--- config.mk ---
export PLATFORM = sky130hd
export DESIGN_NAME = gbfs_ctrl
export DESIGN_NICKNAME = d
export VERILOG_FILES = /design/src/design/graph_bfs_distance_assert.svh /design/src/design/gbfs_pkg.sv /design/src/design/gbfs_ctrl.sv
export SDC_FILE = /design/constraint.sdc
export NUM_CORES = 1
export LEC_CHECK = 0
export ABC_AREA = 1
export BUFFER_PORTS_ARGS = -buffer_cell sky130_fd_sc_hd__buf_2
export CAP_MARGIN = 20
export CORE_UTILIZATION = 25
export DETAILED_ROUTE_END_ITERATION = 16
export GPL_ROUTABILITY_DRIVEN = 0
export PLACE_DENSITY = 0.49
export SYNTH_ARGS = -nofsm -noshare
export SYNTH_HDL_FRONTEND = slang
export SYNTH_SLANG_ARGS = --single-unit
--- constraint.sdc ---
create_clock -name aclk -period 1.2 [get_ports aclk]
set_input_delay 0.12 -clock aclk [delete_from_list [all_inputs] [get_ports aclk]]
set_output_delay 0.12 -clock aclk [all_outputs]
set_load 0.02 [all_outputs]
--- src/design/graph_bfs_distance_assert.svh ---
// assertion macros for the graph bfs distance block
// included by the top level, no other dependencies
`ifndef GRAPH_BFS_DISTANCE_ASSERT_SVH
`define GRAPH_BFS_DISTANCE_ASSERT_SVH
`ifndef SYNTHESIS
`define GBFS_ASSERT_SAME(label, clk, rst_n, ante, cons) \
    label: assert property (@(posedge clk) disable iff (!rst_n) (ante) |-> (cons)) \
        else $error("gbfs check failed");
`define GBFS_ASSERT_NEXT(label, clk, rst_n, ante, cons) \
    label: assert property (@(posedge clk) disable iff (!rst_n) (ante) |=> (cons)) \
        else $error("gbfs check failed");
`else
`define GBFS_ASSERT_SAME(label, clk, rst_n, ante, cons)
`define GBFS_ASSERT_NEXT(label, clk, rst_n, ante, cons)
`endif
`endif

--- src/design/gbfs_pkg.sv ---
// shared types and constants for the graph bfs distance block
// no dependencies
`default_nettype none
package gbfs_pkg;

    localparam int MAX_NODES_DEF  = 64;
    localparam int MAX_DEGREE_DEF = 16;
    localparam int NODE_W = 6;
    localparam int LVL_W  = 6;
    localparam int DIST_W = 7;
    localparam int SUM_W  = 18;
    localparam int NC_W   = 7;
    localparam int REQ_W  = 3;
    localparam int IN_TDATA_W  = 16;
    localparam int OUT_TDATA_W = 32;
    localparam logic [NC_W-1:0] NC_RESET = 7'd64;

    typedef enum logic [REQ_W-1:0] {
        REQ_CLEAR = 3'd0,
        REQ_ADD   = 3'd1,
        REQ_QUERY = 3'd2,
        REQ_READ  = 3'd3,
        REQ_SUM   = 3'd4
    } req_t;

    typedef enum logic [3:0] {
        ST_IDLE,
        ST_DECODE,
        ST_ADD_WR,
        ST_RD_OUT,
        ST_SUM_NEXT,
        ST_POP,
        ST_LOADU,
        ST_DEGQ,
        ST_SCAN,
        ST_Q_OUT,
        ST_RESULT
    } state_t;

    typedef struct packed {
        logic accept;
        logic clear_graph;
        logic add_wr;
        logic seed;
        logic sum_init;
        logic sum_fin;
        logic pop;
        logic loadu;
        logic degq;
        logic scan;
        logic q_out;
        logic rd_out;
        logic out_load;
    } cmd_t;

    typedef struct packed {
        req_t req;
        logic q_empty;
        logic scan_done;
        logic sum_done;
        logic out_free;
    } sts_t;

endpackage
`default_nettype wire

--- src/design/gbfs_ctrl.sv ---
// request sequencer for the graph bfs distance block
// depends on gbfs_pkg
`default_nettype none
module gbfs_ctrl import gbfs_pkg::*; (
    input  wire  aclk,
    input  wire  aresetn,
    input  wire  s_tvalid,
    output logic s_tready,
    input  sts_t sts,
    output cmd_t cmd
);

    state_t state_reg, state_next;

    always_ff @(posedge aclk) begin
        if (!aresetn) begin
            state_reg <= ST_IDLE;
        end else begin
            state_reg <= state_next;
        end
    end

    always_comb begin
        state_next = state_reg;
        unique case (state_reg)
            ST_IDLE: begin
                if (s_tvalid) state_next = ST_DECODE;
            end
            ST_DECODE: begin
                unique case (sts.req)
                    REQ_ADD:   state_next = ST_ADD_WR;
                    REQ_QUERY: state_next = ST_POP;
                    REQ_READ:  state_next = ST_RD_OUT;
                    REQ_SUM:   state_next = ST_SUM_NEXT;
                    default:   state_next = ST_RESULT;
                endcase
            end
            ST_ADD_WR:   state_next = ST_RESULT;
            ST_RD_OUT:   state_next = ST_RESULT;
            ST_SUM_NEXT: state_next = sts.sum_done ? ST_RESULT : ST_POP;
            ST_POP: begin
                if (!sts.q_empty) begin
                    state_next = ST_LOADU;
                end else if (sts.req == REQ_QUERY) begin
                    state_next = ST_Q_OUT;
                end else begin
                    state_next = ST_SUM_NEXT;
                end
            end
            ST_LOADU: state_next = ST_DEGQ;
            ST_DEGQ:  state_next = ST_SCAN;
            ST_SCAN: begin
                if (sts.scan_done) state_next = ST_POP;
            end
            ST_Q_OUT: state_next = ST_RESULT;
            ST_RESULT: begin
                if (sts.out_free) state_next = ST_IDLE;
            end
            default: state_next = ST_IDLE;
        endcase
    end

    always_comb begin
        cmd = '0;
        s_tready = 1'b0;
        unique case (state_reg)
            ST_IDLE: begin
                s_tready   = 1'b1;
                cmd.accept = s_tvalid;
            end
            ST_DECODE: begin
                cmd.clear_graph = (sts.req == REQ_CLEAR);
                cmd.seed        = (sts.req == REQ_QUERY);
                cmd.sum_init    = (sts.req == REQ_SUM);
            end
            ST_ADD_WR: cmd.add_wr = 1'b1;
            ST_RD_OUT: cmd.rd_out = 1'b1;
            ST_SUM_NEXT: begin
                cmd.sum_fin = sts.sum_done;
                cmd.seed    = !sts.sum_done;
            end
            ST_POP:   cmd.pop   = !sts.q_empty;
            ST_LOADU: cmd.loadu = 1'b1;
            ST_DEGQ:  cmd.degq  = 1'b1;
            ST_SCAN:  cmd.scan  = 1'b1;
            ST_Q_OUT: cmd.q_out = 1'b1;
            ST_RESULT: cmd.out_load = sts.out_free;
            default: cmd = '0;
        endcase
    end

endmodule
`default_nettype wire

==> metrics.txt <==
violations in the final reports=DRC, setup timing; CP required=1080 ps; final standard cell utilization of the core=0.582; width of the die=44.0 um; Peak VDD IR=0.00133 V; Sink Count=4; initial detailed-routing violation count=16; setup violators final=15; TritonCTS buffer count=3; Final min period=1390 ps; Flop pwr share=0.160; Worst Skew=2.12 ps; cell seen most often among critical-path stages=sky130_fd_sc_hd__buf_6; Total Negative Setup Slacks=-1290 ps; vias in the first global route=a little under 600; cell area after placement=629 um2; total global routing overflow=0; buffers added on ports=23; fin. max-slew vios=0; antenna violations before repair=0; pin count of the biggest net entering global routing=6; max-capacitance violation count=0; critical path data arrival time=1270 ps; library cell used as clock root buffer=sky130_fd_sc_hd__clkbuf_4; Die H=44.0 um; TritonCTS clock tree=yes; part of the cycle the worst path needs=1.16; layout-stage area growth over the synthesis result=108%; cell area power density=2220 nW/um2; first-pass GRT wire length=2370 um; relative contribution of combinational cells to total power=0.750; total internal power=about 1.1 mW; post-layout power=2.03 mW; half-perimeter wire length after detailed placement=1150 um; DRC Markers=2; leading cell type in the layout, fill and taps excluded=sky130_fd_sc_hd__inv_1; clock transition at the registers of the reported paths=approximately 40 ps; kind of path behind the tightest hold check=in -> reg; row count=14; starting density of the core=0.280; placeable core region=between 1500 and 2000 um2; setup repair after global routing missed its margin=true; Worst-Margin Slew=204 ps; Finished Layout Cells=148; number of diodes added for antenna fixing=0; Post-Synthesis Mean Instance Area=4.80 um2; highest net fanout along the worst path=4; top cell type's share of synthesized area=0.195; share of power burned in the clock network=0.090; total net switching power=0.981 mW; DR pass1 iterations=10; flip-flop count of the largest register, all copies and words added=4; post-synthesis sequential area ratio=0.181; worst slack on hold paths=75.0 ps; deepest clock path buffer count=2; number of storage elements in the synthesis netlist=4; leakage power figure=0.528 nW; synth unique cells=10; result of the run=finished with violations; synthesized area=442 um2; number of antenna-violating nets in the routed design=0; Wirelength per Cell=~11 um; register area=between 90 and 100 um2; count of yosys warnings during synthesis=0; Critical path buffers and inverters=3; post-synth top area cell=sky130_fd_sc_hd__inv_1; I/O pins=24; total count of hold-check failures in the final report=0; vias per inst=4.71; post-cts hold buffer count=0; Area contributors post-synth=sky130_fd_sc_hd__inv_1, sky130_fd_sc_hd__nor2_1, sky130_fd_sc_hd__dfxtp_1, sky130_fd_sc_hd__nand2_1, sky130_fd_sc_hd__nand3_1; total wire length=1700 um; via count=697; Worst slew margin=0.862; CP peak stage delay=350 ps; worst setup timing slack at the placement stage=-41.7 ps; Max H-tree Level=1; CP startpoint kind=flip-flop; Net count, final=144; total global routing track utilization=0.166; CP top delay family=flip-flops; path type of the worst setup path=reg -> out; footprint of the multi-input gates=just under 400 um2; cell breakdown of the critical path=buf_6 -> nor2_4 -> nand2_4 -> o21a_1 -> inv_1 -> buf_6; share of total power consumed by net switching=0.483; endpoint class of the critical path=primary output; Syn Inst Count=92; Fmax achieved=~720 MHz; total nets after synthesis=102; clock latency at the later pin of the worst-skew pair=~240 ps; setup slack, reg-to-reg=-10 ps; post-route cell area=around 920 um2; number of fill cells=162; fraction of final layout cells sized beyond drive strength 1=0.553; die area=between 1500 and 2000 um2; final worst slack=-187 ps; number of instances in the placed design=137; slowest CP cell=sky130_fd_sc_hd__dfxtp_2; most frequent cells in the layout=sky130_fd_sc_hd__inv_1, sky130_fd_sc_hd__buf_4, sky130_fd_sc_hd__nand2_1
-- cell type report --
class | count | area share
Clock buffer | 3 | 0.0246
Inverter | 23 | 0.102
Multi-Input combinational cell | 65 | 0.426
Sequential cell | 4 | 0.101
Tap cell | 16 | 0.0218
Timing Repair Buffer | 37 | 0.325
-- power groups by stage --
stage	clock, mW	sequential (mW)	combinational [mW]
finish	0.182	0.326	1.52
global route	0.184	0.333	1.66
CTS	0.180	0.275	1.04
detailed placement	0	0.237	0.886
global placement	0	0.239	0.892
floorplan	0	0.224	0.586
-- synth_stat cells --
master and number:
sky130_fd_sc_hd__a21oi_1 1, sky130_fd_sc_hd__dfxtp_1 4, sky130_fd_sc_hd__inv_1 23, sky130_fd_sc_hd__nand2_1 21, sky130_fd_sc_hd__nand3_1 9, sky130_fd_sc_hd__nand4_1 2
sky130_fd_sc_hd__nor2_1 23, sky130_fd_sc_hd__nor3_1 4, sky130_fd_sc_hd__o21a_1 1, sky130_fd_sc_hd__o21ai_0 4
-- what timing repair did --
action                     in CTS  in global routing
gates resized for setup        27                 46
pin swaps                       2                  4
setup buffers                   3                  5
setup endpoints to repair      15                 18
-- metal layers --
metal / routed length, um / track usage
met1: 725 / 0.204
met2: 866 / 0.268
met3: 92 / 0.0490
met4: 17 / 0.0727
met5: 0 / 0
-- tightest hold or removal path: stages --
cell and delay, ps:
sky130_fd_sc_hd__buf_2 90, sky130_fd_sc_hd__nand2_1 50, sky130_fd_sc_hd__inv_1 40
-- worst paths after layout --
check               start            to  cells after the start
max reg2reg  state_reg[1]  state_reg[1]                      9
max          state_reg[1]        cmd[9]                      6
min reg2reg  state_reg[2]  state_reg[3]                      5
min               aresetn  state_reg[1]                      3
-- cell families (layout without fill, tap and decap cells) --
logic type             Yosys count  count (layout)  synth area share
AND/OR/NAND/NOR                 59              59             0.550
flip-flops                       4               4             0.181
AO/OA/AOI/OAI                    6               6            0.0737
buffers and inverters           23              63             0.195
Note: power is estimated with default switching activity, not from simulation.
